[src/hw/rtl/mlfq_pkg.sv]
// ----------------------------------------------------------------------------
// mlfq_pkg
// Shared types and constants for the three-level feedback queue scheduler.
// ----------------------------------------------------------------------------
`default_nettype none
package mlfq_pkg;

    localparam int PROCESS_SLOTS = 64;

    localparam logic [1:0] OP_ENQ  = 2'd0;
    localparam logic [1:0] OP_PICK = 2'd1;
    localparam logic [1:0] OP_TICK = 2'd2;
    localparam logic [1:0] OP_NOP  = 2'd3;

    localparam logic [1:0] CAUSE_NEW  = 2'd0;
    localparam logic [1:0] CAUSE_IO   = 2'd1;
    localparam logic [1:0] CAUSE_PREE = 2'd2;
    localparam logic [1:0] CAUSE_KEEP = 2'd3;

    localparam logic [1:0] REG_BOOST = 2'd0;
    localparam logic [1:0] REG_Q0    = 2'd1;
    localparam logic [1:0] REG_Q1    = 2'd2;
    localparam logic [1:0] REG_Q2    = 2'd3;

    localparam logic [15:0] BOOST_RESET = 16'd20;
    localparam logic [7:0]  QUANT0_RESET = 8'd2;
    localparam logic [7:0]  QUANT1_RESET = 8'd4;
    localparam logic [7:0]  QUANT2_RESET = 8'd8;

    typedef struct packed {
        logic [1:0]  opcode;
        logic [5:0]  proc_id;
        logic [1:0]  enqueue_cause;
        logic [31:0] tick_time;
    } in_item_t;

    typedef struct packed {
        logic       dispatch_valid;
        logic [5:0] dispatch_pid;
        logic [1:0] dispatch_level;
        logic [7:0] dispatch_quantum;
        logic       boost_done;
        logic [6:0] boosted_count;
        logic       push_dropped;
        logic [6:0] depth_level0;
        logic [6:0] depth_level1;
        logic [6:0] depth_level2;
    } out_item_t;

    typedef struct packed {
        logic [15:0] boost_period;
        logic [7:0]  quantum0;
        logic [7:0]  quantum1;
        logic [7:0]  quantum2;
    } cfg_t;

endpackage
`default_nettype wire

[src/hw/rtl/mlfq_regs.sv]
// ----------------------------------------------------------------------------
// mlfq_regs
// APB-style configuration registers.
// ----------------------------------------------------------------------------
`default_nettype none
module mlfq_regs
(
    input  wire logic          clk,
    input  wire logic          rst_n,
    input  wire logic          psel,
    input  wire logic          penable,
    input  wire logic          pwrite,
    input  wire logic [3:0]    paddr,
    input  wire logic [31:0]   pwdata,
    output logic [31:0]        prdata,
    output logic               pready,
    output mlfq_pkg::cfg_t     cfg
);
    mlfq_pkg::cfg_t cfg_reg;
    logic           wr;

    assign pready = 1'b1;
    assign wr     = psel && penable && pwrite;
    assign cfg    = cfg_reg;

    always_ff @(posedge clk or negedge rst_n)
    begin
        if (!rst_n)
        begin
            cfg_reg.boost_period   <= mlfq_pkg::BOOST_RESET;
            cfg_reg.quantum0       <= mlfq_pkg::QUANT0_RESET;
            cfg_reg.quantum1       <= mlfq_pkg::QUANT1_RESET;
            cfg_reg.quantum2       <= mlfq_pkg::QUANT2_RESET;
        end
        else if (wr && paddr[1:0] == 2'b00)
        begin
            case (paddr[3:2])
                mlfq_pkg::REG_BOOST: cfg_reg.boost_period <= pwdata[15:0];
                mlfq_pkg::REG_Q0:    cfg_reg.quantum0 <= pwdata[7:0];
                mlfq_pkg::REG_Q1:    cfg_reg.quantum1 <= pwdata[7:0];
                mlfq_pkg::REG_Q2:    cfg_reg.quantum2 <= pwdata[7:0];
                default: ;
            endcase
        end
    end

    always_comb
    begin
        case (paddr[3:2])
            mlfq_pkg::REG_BOOST: prdata = {16'd0, cfg_reg.boost_period};
            mlfq_pkg::REG_Q0:    prdata = {24'd0, cfg_reg.quantum0};
            mlfq_pkg::REG_Q1:    prdata = {24'd0, cfg_reg.quantum1};
            mlfq_pkg::REG_Q2:    prdata = {24'd0, cfg_reg.quantum2};
            default:             prdata = 32'd0;
        endcase
    end
endmodule
`default_nettype wire

[src/hw/rtl/mlfq_scheduler_top.sv]
// ----------------------------------------------------------------------------
// mlfq_scheduler_top
// Three-level feedback queue scheduler with memory-held ready queues.
// ----------------------------------------------------------------------------
// Enqueue, tick without boost and no-op pass through the level and done states; pick
// adds one queue RAM read, skipped when every queue is empty.
// Boost: each moved entry is a read then a write of the RAM.
// One transaction in flight; the next is accepted as the result is taken.
// Reset clears counts, boost time and level valid bits; queue RAM is not cleared.
`default_nettype none
module mlfq_scheduler_top
(
    input  wire logic                clk,
    input  wire logic                rst_n,
    input  wire logic                psel,
    input  wire logic                penable,
    input  wire logic                pwrite,
    input  wire logic [3:0]          paddr,
    input  wire logic [31:0]         pwdata,
    output logic [31:0]              prdata,
    output logic                     pready,
    input  wire logic                in_valid,
    output logic                     in_stall,
    input  wire mlfq_pkg::in_item_t  in_data,
    output logic                     out_valid,
    input  wire logic                out_stall,
    output mlfq_pkg::out_item_t      out_data
);
    localparam int SW = $clog2(mlfq_pkg::PROCESS_SLOTS);
    localparam int CW = $clog2(mlfq_pkg::PROCESS_SLOTS + 1);
    localparam int AW = SW + 2;

    localparam logic [2:0] S_IDLE  = 3'd0;
    localparam logic [2:0] S_LVL   = 3'd1;
    localparam logic [2:0] S_PICK  = 3'd2;
    localparam logic [2:0] S_BRD   = 3'd3;
    localparam logic [2:0] S_BWR   = 3'd4;
    localparam logic [2:0] S_DONE  = 3'd5;

    mlfq_pkg::cfg_t cfg;

    mlfq_regs u_regs
    (
        .clk(clk), .rst_n(rst_n), .psel(psel), .penable(penable),
        .pwrite(pwrite), .paddr(paddr), .pwdata(pwdata),
        .prdata(prdata), .pready(pready), .cfg(cfg)
    );

    // queue RAM: circular buffers, one region per level
    logic [5:0]    qram [0:3*mlfq_pkg::PROCESS_SLOTS-1];
    logic [1:0]    lram [0:mlfq_pkg::PROCESS_SLOTS-1];
    logic [mlfq_pkg::PROCESS_SLOTS-1:0] lvalid_reg;

    logic [2:0]    state_reg;
    mlfq_pkg::in_item_t item_reg;
    logic [CW-1:0] cnt_reg  [0:2];
    logic [SW-1:0] head_reg [0:2];
    logic [31:0]   last_reg;
    logic [6:0]    moved_reg;
    logic [1:0]    blv_reg;
    logic          out_valid_reg;
    mlfq_pkg::out_item_t out_reg;

    logic [5:0]    qrd;
    logic [1:0]    lrd;
    logic          q_re, q_we, l_we;
    logic [AW-1:0] q_ra, q_wa;
    logic [5:0]    q_wd;
    logic [SW-1:0] l_wa;
    logic [1:0]    l_wd;
    logic          accept;

    always_ff @(posedge clk)
    begin
        if (q_we)
            qram[q_wa] <= q_wd;
        if (q_re)
            qrd <= qram[q_ra];
        if (l_we)
            lram[l_wa] <= l_wd;
        if (accept)
            lrd <= lram[in_data.proc_id[SW-1:0]];
    end

    function automatic logic [AW-1:0] qaddr(input logic [1:0] lv,
                                            input logic [SW-1:0] idx);
        logic [AW-1:0] a;
        a = AW'(lv) * AW'(mlfq_pkg::PROCESS_SLOTS) + AW'(idx);
        return a;
    endfunction

    function automatic logic [SW-1:0] wrap(input logic [SW-1:0] h,
                                           input logic [CW-1:0] n);
        logic [CW:0] s;
        s = (CW+1)'(h) + (CW+1)'(n);
        if (s >= (CW+1)'(mlfq_pkg::PROCESS_SLOTS))
            s = s - (CW+1)'(mlfq_pkg::PROCESS_SLOTS);
        return s[SW-1:0];
    endfunction

    logic          full0;
    logic [1:0]    curlv, newlv, picklv;
    logic          anyq, do_boost;
    logic [31:0]   diff;
    mlfq_pkg::out_item_t out_next;

    assign accept    = in_valid && !in_stall;
    assign in_stall  = (state_reg != S_IDLE) || (out_valid_reg && out_stall);
    assign out_valid = out_valid_reg;
    assign out_data  = out_reg;
    assign full0     = cnt_reg[0] == CW'(mlfq_pkg::PROCESS_SLOTS);
    assign curlv     = lvalid_reg[item_reg.proc_id[SW-1:0]] ? lrd : 2'd0;
    assign diff      = item_reg.tick_time - last_reg;
    assign do_boost  = item_reg.tick_time != 32'd0 && item_reg.tick_time >= last_reg
                       && diff >= {16'd0, cfg.boost_period};

    always_comb
    begin
        case (item_reg.enqueue_cause)
            mlfq_pkg::CAUSE_NEW:  newlv = 2'd0;
            mlfq_pkg::CAUSE_IO:   newlv = (curlv == 2'd0) ? 2'd0 : curlv - 2'd1;
            mlfq_pkg::CAUSE_PREE: newlv = (curlv >= 2'd2) ? 2'd2 : curlv + 2'd1;
            default:              newlv = curlv;
        endcase
        anyq = 1'b1;
        if (cnt_reg[0] != '0)
            picklv = 2'd0;
        else if (cnt_reg[1] != '0)
            picklv = 2'd1;
        else if (cnt_reg[2] != '0)
            picklv = 2'd2;
        else
        begin
            picklv = 2'd0;
            anyq = 1'b0;
        end
    end

    always_comb
    begin
        out_next = '0;
        case (item_reg.opcode)
            mlfq_pkg::OP_ENQ:
                out_next.push_dropped = cnt_reg[newlv] == CW'(mlfq_pkg::PROCESS_SLOTS);
            mlfq_pkg::OP_PICK:
            begin
                out_next.dispatch_valid = anyq;
                if (anyq)
                begin
                    out_next.dispatch_level = picklv;
                    case (picklv)
                        2'd0:    out_next.dispatch_quantum = cfg.quantum0;
                        2'd1:    out_next.dispatch_quantum = cfg.quantum1;
                        default: out_next.dispatch_quantum = cfg.quantum2;
                    endcase
                end
            end
            mlfq_pkg::OP_TICK:
                out_next.boost_done = do_boost;
            default: ;
        endcase
    end

    always_comb
    begin
        q_re = 1'b0;
        q_ra = qaddr(picklv, head_reg[picklv]);
        q_we = 1'b0;
        q_wa = qaddr(newlv, wrap(head_reg[newlv], cnt_reg[newlv]));
        q_wd = item_reg.proc_id;
        l_we = 1'b0;
        l_wa = item_reg.proc_id[SW-1:0];
        l_wd = newlv;
        case (state_reg)
            S_LVL:
            begin
                if (item_reg.opcode == mlfq_pkg::OP_ENQ)
                begin
                    l_we = 1'b1;
                    q_we = cnt_reg[newlv] != CW'(mlfq_pkg::PROCESS_SLOTS);
                end
                else if (item_reg.opcode == mlfq_pkg::OP_PICK)
                    q_re = anyq;
            end
            S_BRD:
            begin
                q_re = 1'b1;
                q_ra = qaddr(blv_reg, head_reg[blv_reg]);
            end
            S_BWR:
            begin
                l_we = 1'b1;
                l_wa = qrd[SW-1:0];
                l_wd = 2'd0;
                q_we = !full0;
                q_wa = qaddr(2'd0, wrap(head_reg[0], cnt_reg[0]));
                q_wd = qrd;
            end
            default: ;
        endcase
    end

    logic [SW-1:0] hnext;
    assign hnext = wrap(head_reg[blv_reg], CW'(1));

    always_ff @(posedge clk or negedge rst_n)
    begin
        if (!rst_n)
        begin
            state_reg     <= S_IDLE;
            out_valid_reg <= 1'b0;
            item_reg      <= '0;
            out_reg       <= '0;
            last_reg      <= '0;
            lvalid_reg    <= '0;
            moved_reg     <= '0;
            blv_reg       <= 2'd1;
            for (int i = 0; i < 3; i++)
            begin
                cnt_reg[i]  <= '0;
                head_reg[i] <= '0;
            end
        end
        else
        begin
            if (state_reg == S_DONE)
                out_valid_reg <= 1'b1;
            else if (out_valid_reg && !out_stall)
                out_valid_reg <= 1'b0;
            if (l_we)
                lvalid_reg[l_wa] <= 1'b1;
            case (state_reg)
                S_IDLE:
                begin
                    if (accept)
                    begin
                        item_reg  <= in_data;
                        state_reg <= S_LVL;
                    end
                end
                S_LVL:
                begin
                    out_reg <= out_next;
                    moved_reg <= '0;
                    blv_reg <= 2'd1;
                    state_reg <= S_DONE;
                    case (item_reg.opcode)
                        mlfq_pkg::OP_ENQ:
                        begin
                            if (cnt_reg[newlv] != CW'(mlfq_pkg::PROCESS_SLOTS))
                                cnt_reg[newlv] <= cnt_reg[newlv] + CW'(1);
                        end
                        mlfq_pkg::OP_PICK:
                        begin
                            if (anyq)
                            begin
                                cnt_reg[picklv]  <= cnt_reg[picklv] - CW'(1);
                                head_reg[picklv] <= wrap(head_reg[picklv], CW'(1));
                                state_reg <= S_PICK;
                            end
                        end
                        mlfq_pkg::OP_TICK:
                        begin
                            if (do_boost)
                            begin
                                last_reg <= item_reg.tick_time;
                                state_reg <= S_BRD;
                            end
                        end
                        default: ;
                    endcase
                end
                S_PICK:
                begin
                    out_reg.dispatch_pid <= qrd;
                    state_reg <= S_DONE;
                end
                S_BRD:
                begin
                    if (cnt_reg[blv_reg] == '0)
                    begin
                        if (blv_reg == 2'd2)
                            state_reg <= S_DONE;
                        else
                            blv_reg <= 2'd2;
                    end
                    else
                    begin
                        cnt_reg[blv_reg]  <= cnt_reg[blv_reg] - CW'(1);
                        head_reg[blv_reg] <= hnext;
                        state_reg <= S_BWR;
                    end
                end
                S_BWR:
                begin
                    if (!full0)
                        cnt_reg[0] <= cnt_reg[0] + CW'(1);
                    if (moved_reg != 7'd127)
                        moved_reg <= moved_reg + 7'd1;
                    state_reg <= S_BRD;
                end
                S_DONE:
                begin
                    if (item_reg.opcode == mlfq_pkg::OP_TICK)
                        out_reg.boosted_count <= moved_reg;
                    out_reg.depth_level0 <= 7'(cnt_reg[0]);
                    out_reg.depth_level1 <= 7'(cnt_reg[1]);
                    out_reg.depth_level2 <= 7'(cnt_reg[2]);
                    state_reg <= S_IDLE;
                end
                default: state_reg <= S_IDLE;
            endcase
        end
    end

`ifndef NO_ASSERTIONS
    a_no_accept_busy: assert property (@(posedge clk) disable iff (!rst_n)
        (state_reg != S_IDLE) |-> !accept) else $error("accept while busy");
    a_cnt_bound: assert property (@(posedge clk) disable iff (!rst_n)
        cnt_reg[0] <= CW'(mlfq_pkg::PROCESS_SLOTS)) else $error("queue 0 overflow");
    a_done_out: assert property (@(posedge clk) disable iff (!rst_n)
        (state_reg == S_DONE) |=> out_valid) else $error("result lost");
`endif
endmodule
`default_nettype wire
[config.mk]
export PLATFORM = sky130hd
export DESIGN_NAME = mlfq_scheduler_top
export DESIGN_NICKNAME = d
export VERILOG_FILES = /design/src/hw/rtl/mlfq_pkg.sv /design/src/hw/rtl/mlfq_regs.sv /design/src/hw/rtl/mlfq_scheduler_top.sv
export SDC_FILE = /design/constraint.sdc
export NUM_CORES = 2
export LEC_CHECK = 0
export ABC_AREA = 1
export BUFFER_PORTS_ARGS = -buffer_cell sky130_fd_sc_hd__buf_2
export CORE_MARGIN = 2
export CORE_UTILIZATION = 60
export DETAILED_ROUTE_END_ITERATION = 8
export PLACE_DENSITY = 0.74
export SLEW_MARGIN = 20
export SYNTH_ARGS = -nofsm -noshare
export SYNTH_HDL_FRONTEND = slang
export SYNTH_SLANG_ARGS = --single-unit
export TNS_END_PERCENT = 30
[constraint.sdc]
create_clock -name clk -period 6.4 [get_ports clk]
set_input_delay 0 -clock clk [delete_from_list [all_inputs] [get_ports clk]]
set_output_delay 0 -clock clk [all_outputs]
set_load 0.005 [all_outputs]
* After elaboration in Yosys (flattened, before gate mapping)
Memories as Yosys holds them, arrays and structs flattened. A register that Yosys moved wholly into a read port is not among the register bits. Cells that the tools add are included.
Word-level totals: bits in registers 277, RAM bits 1280, input bits 85, memories 2
Operators by class: $lt $le $gt $ge 16, bitwise logic cells 4, reductions and logical operators 48, add/sub/neg operators 19, mux-type cells 104, equal/unequal tests 31
Memories:
- qram | words 192, bits a word 6, read ports 1, clocked after memory_dff 1, wr ports 1, RTL line mlfq_scheduler_top.sv:50 | logic [5:0] qram [0:3*mlfq_pkg::PROCESS_SLOTS-1];
- lram | words 64, bits a word 2, read ports 1, clocked after memory_dff 1, wr ports 1, RTL line mlfq_scheduler_top.sv:51 | logic [1:0] lram [0:mlfq_pkg::PROCESS_SLOTS-1];
Operators by type and width (count):
- 32-bit case mux with 4 select lines | 1
- 6-bit 2-to-1 mux | 16
- 7-bit 2-to-1 mux | 12
- 21-bit case mux with 2 select lines | 2
- 64-bit OR | 1
- 21-bit bitwise mux | 3
- 21-bit 2-to-1 mux | 3
- 18-bit 2-to-1 mux | 3
- 7-bit binary-select mux with 2-bit select | 3
- 7-bit demux with 2-bit select | 3
- 6-bit binary-select mux with 2-bit select | 3
- 18-bit bitwise mux | 2
- 18-bit case mux with 2 select lines | 1
- 32-bit by 16-bit greater-or-equal comparator with 1-bit output | 1
- 32-bit greater-or-equal comparator | 1
- 32-bit nonzero test | 1
- 32-bit subtractor | 1
- 14-bit case mux with 2 select lines | 1
- 7-bit case mux with 2 select lines | 2
- 8-bit by 6-bit adder with 8-bit output | 3
- 6-bit demux with 2-bit select | 2
- 6-bit by 1-bit subtractor with 6-bit output (second input constant) | 4
- 7-bit by 1-bit adder with 7-bit output (second input constant) | 3
- 7-bit case mux with 3 select lines | 1
- 51 further kinds | 149

* Longest topological paths before layout
word-level depth 18, gate-level depth with buffers 36

* Modules after synthesis
A second synthesis with hierarchy kept.
Unflattened totals: cell total of the unflattened synthesis 6212, area total of the unflattened synthesis 69006.2 µm²
Modules (own cells, without submodules):
- mlfq_scheduler_top | cells an instance 5947, instances 1, seq. area each 44609.0 µm², area each 66846.6 µm²
- mlfq_regs | cells an instance 265, instances 1, seq. area each 1007.2 µm², area each 2159.6 µm²

* Worst setup path before layout
No wires, ideal clock.
path kind reg2reg, start point reg state_reg[1], end point mem lram[48][0] (enable), setup slack 1.545 ns, arrival time 4.529 ns, cell stages (with the launch flop) 11, period minus slack after synthesis 4.855 ns, setup time 0.326 ns, buffers on the path 1, required time 6.074 ns, cells stage by stage dfrtp_1 > nor2_1 > inv_2 > nor2_1 > inv_2 > clkbuf_1 > nand2_1 > o21ai_0 > inv_1 > nand3_1 > nor2_1
RTL lines:
- from (decl) | RTL line mlfq_scheduler_top.sv:54 | logic [2:0] state_reg;
- from (signal assigned) | RTL line mlfq_scheduler_top.sv:210 | state_reg <= S_IDLE;
- from (signal assigned) | RTL line mlfq_scheduler_top.sv:238 | state_reg <= S_LVL;
- from (signal assigned) | RTL line mlfq_scheduler_top.sv:246 | state_reg <= S_DONE;
- 3-bit equality test | RTL line mlfq_scheduler_top.sv:174 | case (state_reg)
- 6-bit 2-to-1 mux | RTL line mlfq_scheduler_top.sv:174
- named net l_wa[5] | RTL line mlfq_scheduler_top.sv:69 | logic [SW-1:0] l_wa;
- to (decl) | RTL line mlfq_scheduler_top.sv:51
The timed path passes the listed nets, and every way through them passes these cells.

* Worst setup path after layout
start point reg cnt_reg[15] (netlist name), end point reg qrd[3] (read register of qram) (data pin)
On the way: word-level cells in the longest chain between the ends 8
RTL lines:
- from (decl) | RTL line mlfq_scheduler_top.sv:56 | logic [CW-1:0] cnt_reg [0:2];
- from (signal, indexed assignment) | RTL line mlfq_scheduler_top.sv:251 | cnt_reg[newlv] <= cnt_reg[newlv] + CW'(1);
- from (signal, indexed assignment) | RTL line mlfq_scheduler_top.sv:257 | cnt_reg[picklv] <= cnt_reg[picklv] - CW'(1);
- from (signal, indexed assignment) | RTL line mlfq_scheduler_top.sv:289 | cnt_reg[blv_reg] <= cnt_reg[blv_reg] - CW'(1);
- 7-bit nonzero test * | RTL line mlfq_scheduler_top.sv:126 | if (cnt_reg[0] != '0)
- 2-bit 2-to-1 mux | RTL line mlfq_scheduler_top.sv:126
- 2-bit inverter with 3-bit output (implied by the code) | RTL line mlfq_scheduler_top.sv:167 | q_ra = qaddr(picklv, head_reg[picklv]);
- 6-bit binary-select mux with 2-bit select | RTL line mlfq_scheduler_top.sv:167
- 6-bit 2-to-1 mux (implied by the code) (2 in a row) | RTL line mlfq_scheduler_top.sv:167
- 8-bit by 6-bit adder with 8-bit output | RTL line mlfq_scheduler_top.sv:88 | a = AW'(lv) * AW'(mlfq_pkg::PROCESS_SLOTS) + AW'(idx);
- 8-bit 2-to-1 mux | RTL line mlfq_scheduler_top.sv:174
- to (decl) | RTL line mlfq_scheduler_top.sv:64 | logic [5:0] qrd;
Mark *: on every way between the ends. The rest lies on a longest branch, timed or not. The select of a mux whose other input is x is not followed. A chain may end at the register's enable or synchronous reset.

==> run metrics <==
fin cells 7963; Warnings, synthesis 0; Inserted Clock Buffers 156; syn_area_per_cell 11.2 um^2; CTS H-Tree Depth 4; Pre-Repair DR Iteration Count 9; commonest non-fill, non-tap cell in the layout edfxtp_1; Worst Path Arrival 6400 ps; Die Y-Extent 343 um; crit share post-route 90.7%; via/cell ratio 6.24; Worst Slack Setup Final 597 ps; WP buf/inv 5; Routed WL per cell 23.0 um; first-pass GRT wire length 279000 um; ANT nets after route 0; Synth Area in Simple Gates 15.3%; largest family of logic cells by synthesized area simple AND/OR/NAND/NOR gates; die area 0.118 mm^2; PD cells 547 mW/mm^2; layout cells sized above 1 12.1%; final setup vio count 0; synthesized-area fraction occupied by adder cells 1.38%; worst stage delay on the critical path 500 ps; crit path from cnt_reg[15]; pre-CTS setup slack 792 ps; Synth top area share 56.1%; kind of critical path flip-flop to flip-flop; FILL cells 8223; number of synthesized register bits 1565; # IOs 167; Clock Skew 26.5 ps; RSZ-0062 raised after global routing false; RD Place Congestion 0.971; EDFF count, synth 1288; max FFs per register 1152; Yosys cell types 60; TritonCTS clock tree built; Critical Path Start Type flip-flop; Post-Synthesis Cell Area 0.0689 mm^2; WL final 183000 um; postcts setup bufs 0; Slew headroom 25.2%; Top cell by count, worst path nand3_1; mux contribution to synthesized area 0.147%; # DRC 0; Storage cell area 0.0456 mm^2; root buf cell clkbuf_16; sequential area share after synthesis 66.2%; hold_ws 19.8 ps; DP HPWL 110000 um; HP Class primary input to flip-flop; GRT overflow 0; drt initial violations 6154; most frequent cells in the layout 1288 x edfxtp_1, 1003 x nor2_1, 729 x o21ai_0; asr flop ratio synth 17.7%; Area Overhead vs Synth 11.8%; Synth area leader edfxtp_1; worst hold start in_data[0]; largest net degree at the start of global routing 158; clk sink count 1565; CP top delay family simple AND/OR/NAND/NOR gates; vias 49679; maximum clock rate 172 MHz; Die Wd 343 um; reg-to-reg startpoint cnt_reg[15]; nets@finish 6486; crit path cell chain inv_1 -> ha_1 -> nand4_1 -> inv_2 -> nand2_2 -> nor2_1 -> nand2_2 -> clkinv_1 -> nand2_1 -> nand2_2 -> nand2_1 -> nand2_8 -> inv_16 -> buf_12 -> nor2_1 -> nor2_1 -> o21ai_0 -> o211ai_1 -> nand3_1 -> nand3_1 -> nand3_1 -> nand3_1 -> nand3_1 -> nand2_1; Compound-Gate Fraction of Synth Area 12.1%; clk buf depth 3; Clk pin slew, worst setup/hold paths 60 ps; maximum capacitance violations 0; predominant post-synthesis flop cell edfxtp_1; final hold vios 0; placed cell count 7557; area used by multi-input combinational logic 0.0205 mm^2; Worst EP required 7000 ps; initial antenna violation count 6; status finished, final reports clean; VDD IR max 665 uV; total leakage power 27.7 nW; GR Util All Layers 31.0%; Worst Setup End Kind flip-flop; Synth area leaders edfxtp_1 56%, dfrtp_1 9.8%, nor2_1 5.5%; Tmin final 5800 ps; crit-path max FO 131; crit path max-delay cell type inv_16; Floorplan Core Area 0.114 mm^2; Worst-Skew Late Latency 770 ps; row cnt 124; setup tns final 0 ps; vias in the first global route 47941; Buffers on Ports 133; final max-slew violation count 0; Initial Util 60.4%; synthesized instance count 6168; worst slew pin tran 1120 ps; xor/xnor share of the synthesized area 0.648%
## final timing paths
kind	end	slack, ps	cells after the start
worst max-delay path	qrd[3]	600	24
worst min-delay path	item_reg[0]	20	4
worst max register to register	qrd[3]	600	24
worst min register to register	lvalid_reg[23]	470	1
max in group asynchronous	out_data[44]	5080	4
min in group asynchronous	item_reg[11]	380	4
## per-layer routing
| layer | global-route usage, % | wire length (um) |
|---|---|---|
| met5 | 0 | 27 |
| met4 | 13.4 | 8080 |
| met3 | 5.90 | 17600 |
| met2 | 49.5 | 85300 |
| met1 | 42.0 | 72200 |
## cell families after synthesis
kind of cell	count (synthesis)
muxes	9
adders and majority gates	74
buffers and inverters	668
other	2
DFF	1565
xor gates and xnor gates	51
AOI/OAI and AO/OA	1399
and+or+nand+nor	2400
## report_power, final
part	total (mW)	internal [mW]	switching, mW	leakage [nW]
Combinational	19.2	5.02	14.1	10.1
Sequential	14.1	13.6	0.550	15.2
Clock	8.85	4.99	3.86	2.41
## area by class of cell
cell class	count	share of cell area, %
repair buffers	361	3.80
clock buffers	185	5.26
diodes	3	0.00974
inverters	293	1.50
multi-input cells	3950	26.7
flip-flops and latches	1565	59.2
clock inverters	94	1.13
well taps	1512	2.45
## worst reg2reg max path, cell delays in order (launching register included)
cell      delay, ps
dfrtp_1         480
inv_1           250
ha_1            250
nand4_1         170
inv_2            80
nand2_2         130
nor2_1           80
nand2_2         380
clkinv_1        340
nand2_1         180
nand2_2         100
nand2_1         170
nand2_8         310
inv_16          580
buf_12          370
nor2_1          100
nor2_1           90
o21ai_0         110
o211ai_1        120
nand3_1         150
nand3_1         230
nand3_1         180
nand3_1         250
nand3_1         350
nand2_1         230
## synthesized netlist by cell type, types with 16 or more instances
master    instances
a21oi_1          99
buf_1            16
buf_2            98
buf_4            36
buf_6            18
clkbuf_1        207
dfrtp_1         271
edfxtp_1       1288
ha_1             71
inv_1           269
nand2_1         620
nand3_1         457
nand4_1          24
nor2_1         1004
nor2_2           29
nor3_1           17
o211ai_1        287
o21ai_0         729
o21ai_1          60
o221ai_1        112
o22ai_1          58
or2_2           194
xnor2_1          23
xor2_1           28
## stage by stage
step | cell area (um^2) | utilization (%) | total power, mW
after floorplan | 69000 | - | 26.8
after global placement | 70900 | 62.1 | 32.4
after detailed placement | 70900 | 62.1 | 32.8
after CTS | 77000 | 67.5 | 41.7
after global routing | 77100 | 67.5 | 44.3
final | 77100 | 67.5 | 42.2
## what timing repair did
item                                   CTS  global route
resized for setup                        0             0
hold buffers                           123             0
endpoints found under the hold margin  353             0
No activity file was read; power rests on OpenSTA's default activity.
